File: config.mk
export PLATFORM = sky130hd
export DESIGN_NAME = fan_duty_hysteresis_controller_core
export DESIGN_NICKNAME = d
export VERILOG_FILES = /design/src/fdhc_pkg.sv /design/src/fan_duty_hysteresis_controller_core.sv
export SDC_FILE = /design/constraint.sdc
export NUM_CORES = 1
export LEC_CHECK = 0
export BUFFER_PORTS_ARGS = -buffer_cell sky130_fd_sc_hd__buf_4
export CAP_MARGIN = 15
export CORE_MARGIN = 2
export CORE_UTILIZATION = 67
export CTS_CLUSTER_DIAMETER = 100
export DETAILED_ROUTE_END_ITERATION = 7
export GPL_ROUTABILITY_DRIVEN = 0
export PLACE_DENSITY = 0.88
export SKIP_LAST_GASP = 1
export SLEW_MARGIN = 10
export SYNTH_ARGS = -nofsm -noshare
export SYNTH_HDL_FRONTEND = slang
export SYNTH_SLANG_ARGS = --single-unit
export TNS_END_PERCENT = 1
File: constraint.sdc
create_clock -name clk_i -period 11.61 [get_ports clk_i]
set_input_delay 1.7415 -clock clk_i [delete_from_list [all_inputs] [get_ports clk_i]]
set_output_delay 1.7415 -clock clk_i [all_outputs]
set_load 0.02 [all_outputs]
File: src/fdhc_pkg.sv
// Shared widths, mode codes, register indexes and reset values of the
// fan duty hysteresis controller. No dependencies.
`timescale 1ns / 1ps
`default_nettype none

package fdhc_pkg;

  // field widths
  localparam int DutyW   = 8;
  localparam int SampleW = 12;
  localparam int RawW    = 16;
  localparam int ModeW   = 2;

  // arithmetic widths of the linear map
  localparam int ProdW     = SampleW + DutyW;   // |sample-start| * |max-min|
  localparam int ValW      = ProdW + 2;         // signed mapped value
  localparam int DivSteps  = ProdW;             // one quotient bit per step
  localparam int DivCntW   = $clog2(DivSteps);

  // configuration port
  localparam int AddrW = 4;
  localparam int DataW = 32;
  localparam int RegIdxW = 2;

  typedef logic [DutyW-1:0]   duty_t;
  typedef logic [SampleW-1:0] sample_t;
  typedef logic [ModeW-1:0]   mode_t;
  typedef logic [RegIdxW-1:0] reg_idx_t;

  localparam mode_t ModeInit  = 2'd0;
  localparam mode_t ModeIdle  = 2'd1;
  localparam mode_t ModeRun   = 2'd2;
  localparam mode_t ModeFault = 2'd3;

  localparam reg_idx_t RegStart  = 2'd0;
  localparam reg_idx_t RegStop   = 2'd1;
  localparam reg_idx_t RegMinDut = 2'd2;
  localparam reg_idx_t RegMaxDut = 2'd3;

  localparam sample_t SampleFull  = 12'd4095;
  localparam sample_t StartReset  = 12'd2048;
  localparam sample_t StopReset   = 12'd1843;
  localparam duty_t   MinDutReset = 8'd64;
  localparam duty_t   MaxDutReset = 8'd255;

endpackage

`default_nettype wire

File: src/fan_duty_hysteresis_controller_core.sv
// Top level of the fan duty hysteresis controller: mode sequencer, one
// shared multiplier/divider datapath and the APB-style register file.
// Depends on fdhc_pkg.
`timescale 1ns / 1ps
`default_nettype none

// Channel   Direction  Handshake                    Payload
// --------  ---------  ---------------------------  -----------------------------------
// sample    in         in_valid_i / in_ready_o      temp_sample_i
// result    out        out_valid_o / out_ready_i    duty_out_o, mode_out_o, stored_duty_o
// config    in         psel/penable/pwrite, pready  paddr, pwdata -> prdata
//
// A sample that needs no duty map shows its result after its transfer through
// evaluate and commit; a mapped sample passes evaluate, multiply, 20 steps of
// the restoring divider, clamp and commit.
// With start at full scale the map is skipped: evaluate, clamp, commit.
// in_ready_o stays low until commit; a held result delays only the commit itself.
// Reset (rst_ni low, asynchronous) gives mode init, kept duty zero, register defaults.

module fan_duty_hysteresis_controller_core (
  input  wire  logic                        clk_i,
  input  wire  logic                        rst_ni,
  // sample channel
  input  wire  logic                        in_valid_i,
  output       logic                        in_ready_o,
  input  wire  logic [fdhc_pkg::RawW-1:0]   temp_sample_i,
  // result channel
  output       logic                        out_valid_o,
  input  wire  logic                        out_ready_i,
  output       logic [fdhc_pkg::DutyW-1:0]  duty_out_o,
  output       logic [fdhc_pkg::ModeW-1:0]  mode_out_o,
  output       logic [fdhc_pkg::DutyW-1:0]  stored_duty_o,
  // configuration port
  input  wire  logic                        psel,
  input  wire  logic                        penable,
  input  wire  logic                        pwrite,
  input  wire  logic [fdhc_pkg::AddrW-1:0]  paddr,
  input  wire  logic [fdhc_pkg::DataW-1:0]  pwdata,
  output       logic [fdhc_pkg::DataW-1:0]  prdata,
  output       logic                        pready
);

  localparam int SampleW = fdhc_pkg::SampleW;
  localparam int DutyW   = fdhc_pkg::DutyW;
  localparam int ProdW   = fdhc_pkg::ProdW;
  localparam int ValW    = fdhc_pkg::ValW;
  localparam int DivCntW = fdhc_pkg::DivCntW;
  localparam int RawW    = fdhc_pkg::RawW;
  localparam int DataW   = fdhc_pkg::DataW;

  // sequencer codes
  localparam logic [2:0] S_IDLE  = 3'd0;
  localparam logic [2:0] S_EVAL  = 3'd1;
  localparam logic [2:0] S_MUL   = 3'd2;
  localparam logic [2:0] S_DIV   = 3'd3;
  localparam logic [2:0] S_CLAMP = 3'd4;
  localparam logic [2:0] S_DONE  = 3'd5;

  // ---------------------------------------------------------------------------
  // Register file
  // ---------------------------------------------------------------------------
  fdhc_pkg::sample_t start_q, stop_q;
  fdhc_pkg::duty_t   min_q, max_q;
  fdhc_pkg::reg_idx_t reg_idx;
  logic cfg_wr;

  assign reg_idx = paddr[fdhc_pkg::AddrW-1:2];
  assign cfg_wr  = psel & penable & pwrite;
  assign pready  = 1'b1;

  always_ff @(posedge clk_i or negedge rst_ni) begin
    if (!rst_ni) begin
      start_q <= fdhc_pkg::StartReset;
      stop_q  <= fdhc_pkg::StopReset;
      min_q   <= fdhc_pkg::MinDutReset;
      max_q   <= fdhc_pkg::MaxDutReset;
    end else if (cfg_wr) begin
      case (reg_idx)
        fdhc_pkg::RegStart:  start_q <= pwdata[SampleW-1:0];
        fdhc_pkg::RegStop:   stop_q  <= pwdata[SampleW-1:0];
        fdhc_pkg::RegMinDut: min_q   <= pwdata[DutyW-1:0];
        fdhc_pkg::RegMaxDut: max_q   <= pwdata[DutyW-1:0];
        default: ;
      endcase
    end
  end

  always_comb begin
    case (reg_idx)
      fdhc_pkg::RegStart:  prdata = {{(DataW-SampleW){1'b0}}, start_q};
      fdhc_pkg::RegStop:   prdata = {{(DataW-SampleW){1'b0}}, stop_q};
      fdhc_pkg::RegMinDut: prdata = {{(DataW-DutyW){1'b0}}, min_q};
      fdhc_pkg::RegMaxDut: prdata = {{(DataW-DutyW){1'b0}}, max_q};
      default:             prdata = '0;
    endcase
  end

  // ---------------------------------------------------------------------------
  // Sequencer and datapath registers
  // ---------------------------------------------------------------------------
  logic [2:0]            state_q, state_d;
  fdhc_pkg::mode_t       mode_q, mode_d;
  fdhc_pkg::duty_t       kept_q, kept_d;
  logic                  out_valid_q, out_valid_d;

  logic [RawW-1:0]       sample_q, sample_d;
  logic                  full_q, full_d;        // start at full scale: map gives max
  logic                  neg_q, neg_d;          // sign of the quotient
  logic [ProdW-1:0]      quo_q, quo_d;          // dividend shifting out, quotient in
  logic [SampleW-1:0]    rem_q, rem_d;
  logic [SampleW-1:0]    den_q, den_d;
  logic [DivCntW-1:0]    cnt_q, cnt_d;
  fdhc_pkg::mode_t       res_mode_q, res_mode_d;
  fdhc_pkg::duty_t       res_duty_q, res_duty_d;
  fdhc_pkg::duty_t       res_kept_q, res_kept_d;
  fdhc_pkg::duty_t       duty_out_q, duty_out_d;
  fdhc_pkg::mode_t       mode_out_q, mode_out_d;
  fdhc_pkg::duty_t       stored_q, stored_d;

  // evaluate: classify the sample and apply the hysteresis
  fdhc_pkg::sample_t s12;
  logic              s_ok;
  fdhc_pkg::mode_t   mode_eff;

  assign s12      = sample_q[SampleW-1:0];
  assign s_ok     = (sample_q != '0) && (sample_q[RawW-1:SampleW] == '0);
  assign mode_eff = (mode_q == fdhc_pkg::ModeFault) ? fdhc_pkg::ModeIdle : mode_q;

  // multiply: sign-magnitude of (sample - start) * (max - min)
  logic [SampleW:0]   diff;
  logic [SampleW:0]   diff_neg;
  logic [SampleW-1:0] diff_mag;
  logic [DutyW:0]     span;
  logic [DutyW:0]     span_neg;
  logic [DutyW-1:0]   span_mag;
  logic [ProdW-1:0]   prod;

  assign diff     = {1'b0, s12} - {1'b0, start_q};
  assign diff_neg = -diff;
  assign diff_mag = diff[SampleW] ? diff_neg[SampleW-1:0] : diff[SampleW-1:0];
  assign span     = {1'b0, max_q} - {1'b0, min_q};
  assign span_neg = -span;
  assign span_mag = span[DutyW] ? span_neg[DutyW-1:0] : span[DutyW-1:0];
  assign prod     = ProdW'(diff_mag) * ProdW'(span_mag);

  // divide: one restoring step per cycle on the subtractor
  logic [SampleW:0]   shifted;
  logic [SampleW+1:0] trial;
  logic               trial_ge;

  assign shifted  = {rem_q, quo_q[ProdW-1]};
  assign trial    = {1'b0, shifted} - {2'b0, den_q};
  assign trial_ge = ~trial[SampleW+1];

  // clamp: add min, then bound by min first, max second
  logic [ValW-1:0]  ext_lo, ext_hi, ext_q, val_map, val;
  fdhc_pkg::duty_t  clamped;

  assign ext_lo  = {{(ValW-DutyW){1'b0}}, min_q};
  assign ext_hi  = {{(ValW-DutyW){1'b0}}, max_q};
  assign ext_q   = {2'b0, quo_q};
  assign val_map = neg_q ? (ext_lo - ext_q) : (ext_lo + ext_q);
  assign val     = full_q ? ext_hi : val_map;

  always_comb begin
    if (val[ValW-1] || (val < ext_lo)) begin
      clamped = min_q;
    end else if (val > ext_hi) begin
      clamped = max_q;
    end else begin
      clamped = val[DutyW-1:0];
    end
  end

  logic out_free;
  assign out_free = ~out_valid_q | out_ready_i;

  always_comb begin
    state_d     = state_q;
    mode_d      = mode_q;
    kept_d      = kept_q;
    out_valid_d = out_valid_q;
    sample_d    = sample_q;
    full_d      = full_q;
    neg_d       = neg_q;
    quo_d       = quo_q;
    rem_d       = rem_q;
    den_d       = den_q;
    cnt_d       = cnt_q;
    res_mode_d  = res_mode_q;
    res_duty_d  = res_duty_q;
    res_kept_d  = res_kept_q;
    duty_out_d  = duty_out_q;
    mode_out_d  = mode_out_q;
    stored_d    = stored_q;

    // drop the held result once it is taken
    if (out_valid_q && out_ready_i) begin
      out_valid_d = 1'b0;
    end

    case (state_q)
      S_IDLE: begin
        if (in_valid_i) begin
          sample_d = temp_sample_i;
          state_d  = S_EVAL;
        end
      end
      S_EVAL: begin
        res_duty_d = '0;
        res_kept_d = kept_q;
        full_d     = (start_q == fdhc_pkg::SampleFull);
        state_d    = S_DONE;
        if (!s_ok) begin
          res_mode_d = fdhc_pkg::ModeFault;
          res_kept_d = '0;
        end else if (mode_eff == fdhc_pkg::ModeInit) begin
          res_mode_d = fdhc_pkg::ModeIdle;
        end else if (mode_eff == fdhc_pkg::ModeIdle) begin
          res_mode_d = (s12 >= start_q) ? fdhc_pkg::ModeRun : fdhc_pkg::ModeIdle;
        end else if (s12 < stop_q) begin
          res_mode_d = fdhc_pkg::ModeIdle;
        end else begin
          // running and at or above stop: map the sample
          res_mode_d = fdhc_pkg::ModeRun;
          state_d    = (start_q == fdhc_pkg::SampleFull) ? S_CLAMP : S_MUL;
        end
      end
      S_MUL: begin
        quo_d   = prod;
        neg_d   = diff[SampleW] ^ span[DutyW];
        rem_d   = '0;
        den_d   = fdhc_pkg::SampleFull - start_q;
        cnt_d   = '0;
        state_d = S_DIV;
      end
      S_DIV: begin
        quo_d = {quo_q[ProdW-2:0], trial_ge};
        rem_d = trial_ge ? trial[SampleW-1:0] : shifted[SampleW-1:0];
        cnt_d = cnt_q + DivCntW'(1);
        if (cnt_q == DivCntW'(fdhc_pkg::DivSteps - 1)) begin
          state_d = S_CLAMP;
        end
      end
      S_CLAMP: begin
        res_duty_d = clamped;
        res_kept_d = clamped;
        state_d    = S_DONE;
      end
      S_DONE: begin
        // commit state and load the output register when it is free
        if (out_free) begin
          mode_d      = res_mode_q;
          kept_d      = res_kept_q;
          duty_out_d  = res_duty_q;
          mode_out_d  = res_mode_q;
          stored_d    = res_kept_q;
          out_valid_d = 1'b1;
          state_d     = S_IDLE;
        end
      end
      default: begin
        state_d = S_IDLE;
      end
    endcase
  end

  always_ff @(posedge clk_i or negedge rst_ni) begin
    if (!rst_ni) begin
      state_q     <= S_IDLE;
      mode_q      <= fdhc_pkg::ModeInit;
      kept_q      <= '0;
      out_valid_q <= 1'b0;
    end else begin
      state_q     <= state_d;
      mode_q      <= mode_d;
      kept_q      <= kept_d;
      out_valid_q <= out_valid_d;
    end
  end

  always_ff @(posedge clk_i) begin
    sample_q   <= sample_d;
    full_q     <= full_d;
    neg_q      <= neg_d;
    quo_q      <= quo_d;
    rem_q      <= rem_d;
    den_q      <= den_d;
    cnt_q      <= cnt_d;
    res_mode_q <= res_mode_d;
    res_duty_q <= res_duty_d;
    res_kept_q <= res_kept_d;
    duty_out_q <= duty_out_d;
    mode_out_q <= mode_out_d;
    stored_q   <= stored_d;
  end

  assign in_ready_o    = (state_q == S_IDLE);
  assign out_valid_o   = out_valid_q;
  assign duty_out_o    = duty_out_q;
  assign mode_out_o    = mode_out_q;
  assign stored_duty_o = stored_q;

endmodule

`default_nettype wire

==> impl_metrics.toml <==
[yosys]
syn-mean-instance-area_um2 = 9.57
async_reset_ff_share_pct = 34.4
synth-edff-count = 103
yosysUniqueCellTypes = 84
ys_ff_latch = 157
synth_warnings = 0
netlist_area_um2 = 13400
postSynth.topFlopCell = "edfxtp_1"
synth-seq-area-share_pct = 33.4
synth_cells = 1396

[detailed_routing]
route.detailed.wl_per_inst_um = 19.8
initialDrtViolationCount = 1144
drt_pass1_iterations = 6
route.detailed.drc = 0
detail_route.wirelength_um = 34000
antenna_left = 0
vias_after_detailed_routing = 11000
per_cell_via_count_in_the_routed_design = 6.37

[global_route]
grt_util_met1_pct = 39.2
number_of_global_route_vias_before_repair = 11000
layer_with_the_highest_usage = "met2"
groute.layer.met2.usage_pct = 53.6
antenna_found_initial = 0
grt-ovfl-total = 0
grt_use_total_pct = 32.6
grt_first_pass_wirelength_um = 54700
use_met3_pct = 7.67
pin_count_of_the_biggest_net_entering_global_routing = 55

[timing]
rsz0062_at_grt = "false"
timing.slew.headroom_pct = 18.5
timing.clock.skew_ns = 0.0150
finalSetupViolCount = 0
timing.final.crit_period_ns = 8.15
max_freq_ghz = 0.123
tightest_slew_ns = 1.21
timing.setup.tns_ns = 0
layout_worst_path_cycle_share_pct = 70.2
report.final.slew_viol_count = 0
finalHoldViolations = 0

[finish]
fin_nets = 1682
antennaDiodeCount = 0
fin_area_um2 = 14600
layout_common_cells = "inv_1 (171), nor2_1 (143), ha_1 (117), edfxtp_1 (103), nand2_1 (85)"
layout-drive-gt1-share_pct = 15.6
final_common_cell = "inv_1"
areaGrowthSynthToFinish_pct = 9.42

[worst_setup_path]
critPathLaunchType = "flip-flop"
endpoint_kind = "flip-flop"
cp_slowest_stage_delay_ns = 0.88
r2r_setup_slack_ns = 3.46
critPathArrivalTime_ns = 8.33
capture_point_of_the_worst_reg_to_reg_path = "quo_q[17]"
rr_startpoint = "min_q[1]"
critPathKind = "reg -> reg"
critical-path-slowest-cell = "xor2_1"
cpLargestDelayFamily = "adder cells"
worst_path_buffer_plus_inverter_count = 3
cp_data_required_time_ns = 11.79
critPathMaxFanout = 12
number_of_cells_on_the_worst_reg_to_reg_path = 28
cpMostUsedCell = "a21oi_1"

[run_status]
run_status = "finished clean"

[hold_path]
min_delay_worst_endpoint = "duty_out_o[6]"
timing.hold.worst.start = "res_duty_q[6]"
whs_path_depth = 0
worst_hold_path_type = "reg -> reg"

[run]
max_cap_violations = 0

[die]
design.portCount = 112
dieArea_um2 = 21100
number_of_core_rows = 51
fp.dieW_um = 145
chipHeight_um = 145
start_util_pct = 68.5
placeableCoreArea_um2 = 19500

[cts]
cts_hold_buffers = 0
cts-buffers-inserted = 17
cts-htree-levels = 4
clkSinkCount = 157
max-clock-path-buffers = 2
cts.reportedPaths.clkPinSlew_ns = 0.07
cts.root.buffer_cell = "clkbuf_16"
cts_resized = 0
clock_insertion_delay_worst_skew_ns = 0.46
tritoncts = "yes"
cts_setup_buffers = 0

[place]
placement_stage_cell_area_um2 = 14000
placed_wire_length_estimate_um = 24700
port_buffers = 68
## kinds of logic after synthesis
| group | synth area share, % |
|---|---|
| xor gates and xnor gates | 3.80 |
| muxes | 5.44 |
| buffers and inverters | 7.55 |
| and+or+nand+nor | 15.8 |
| DFF | 33.4 |
| other | 0.0562 |
| AOI/OAI and AO/OA | 13.2 |
| adders and majority gates | 20.7 |
## routing by layer
layer / wire, um / up-vias
met3: 3530 / 157
li1: - / 4911
met5: 0 / -
met2: 16300 / 712
met4: 1890 / 0
met1: 12300 / 5176
## per-stage QoR
step | cells | worst slack [ns] | utilization [%] | hold slack, ns
CTS | 1718 | 3.62 | 74.9 | 0.420
global route | 1719 | 3.00 | 74.9 | 0.428
global placement | 1686 | 3.91 | 71.6 | 0.402
finish | 1719 | 3.46 | 74.9 | 0.421
floorplan | 1415 | 4.42 | - | 0.400
detailed placement | 1686 | 3.69 | 71.6 | 0.406
## final cells by class
cell class,count,area [um2]
multi-input cells,1017,7980
flip-flops and latches,157,4470
fillers,1266,4900
inverters,172,646
repair buffers,76,571
well taps,265,332
clock inverters,14,195
clock buffers,18,439
## registers in the layout (all words and copies together) (netlist names), 8 cells and up
signal,cells
res_kept_q,8
quo_q,20
duty_out_o,8
max_q,8
start_q,12
den_q,12
stored_duty_o,8
res_duty_q,8
sample_q,16
min_q,8
kept_q,8
rem_q,12
stop_q,12
## synthesized netlist by cell type, drive strengths merged, types with 4 or more instances
library cell  count  share of area, %
mux4              8               1.3
nor2            143               4.0
dfstp            17               3.3
nand3b            5              0.28
o221ai            4              0.26
a31oi             4              0.19
xnor2            37               2.4
and2              9              0.42
ha              117                11
xor2             21               1.4
nand2b           12              0.56
o21ai            82               3.1
nand2            85               2.4
edfxtp          103                23
buf              34               1.7
or3              12              0.62
o21a             10              0.56
a211oi           10              0.56
o31ai             8              0.45
dfrtp            37               6.9
and3             11              0.54
nand4            18              0.84
inv             171               4.8
mux2i            13              0.97
or2              33               1.5
nor3             23              0.90
fa               65               9.7
clkbuf           35              0.98
o211ai           10              0.60
nor4             12              0.67
a21oi            71               2.7
a32oi             5              0.33
nor2b            21              0.98
or4               4              0.25
o21bai            5              0.28
mux2             37               3.1
a211o             8              0.52
a21boi            5              0.28
a21o             12              0.67
nand3            31               1.3
## how the worst max path moves through the flow
stage | from | to | slack [ns] | cells after the start
after detailed placement | min_q[1] | quo_q[17] | 3.69 | 28
after global placement | min_q[1] | quo_q[17] | 3.91 | 28
after floorplan | sample_q[0] | quo_q[17] | 4.42 | 31
after global routing | min_q[1] | quo_q[17] | 3.00 | 28
after CTS | min_q[1] | quo_q[17] | 3.62 | 28
final | min_q[1] | quo_q[17] | 3.46 | 28
Power is not shown: default switching activity piles up to over one toggle a cycle in this logic, so the estimate is an artifact.
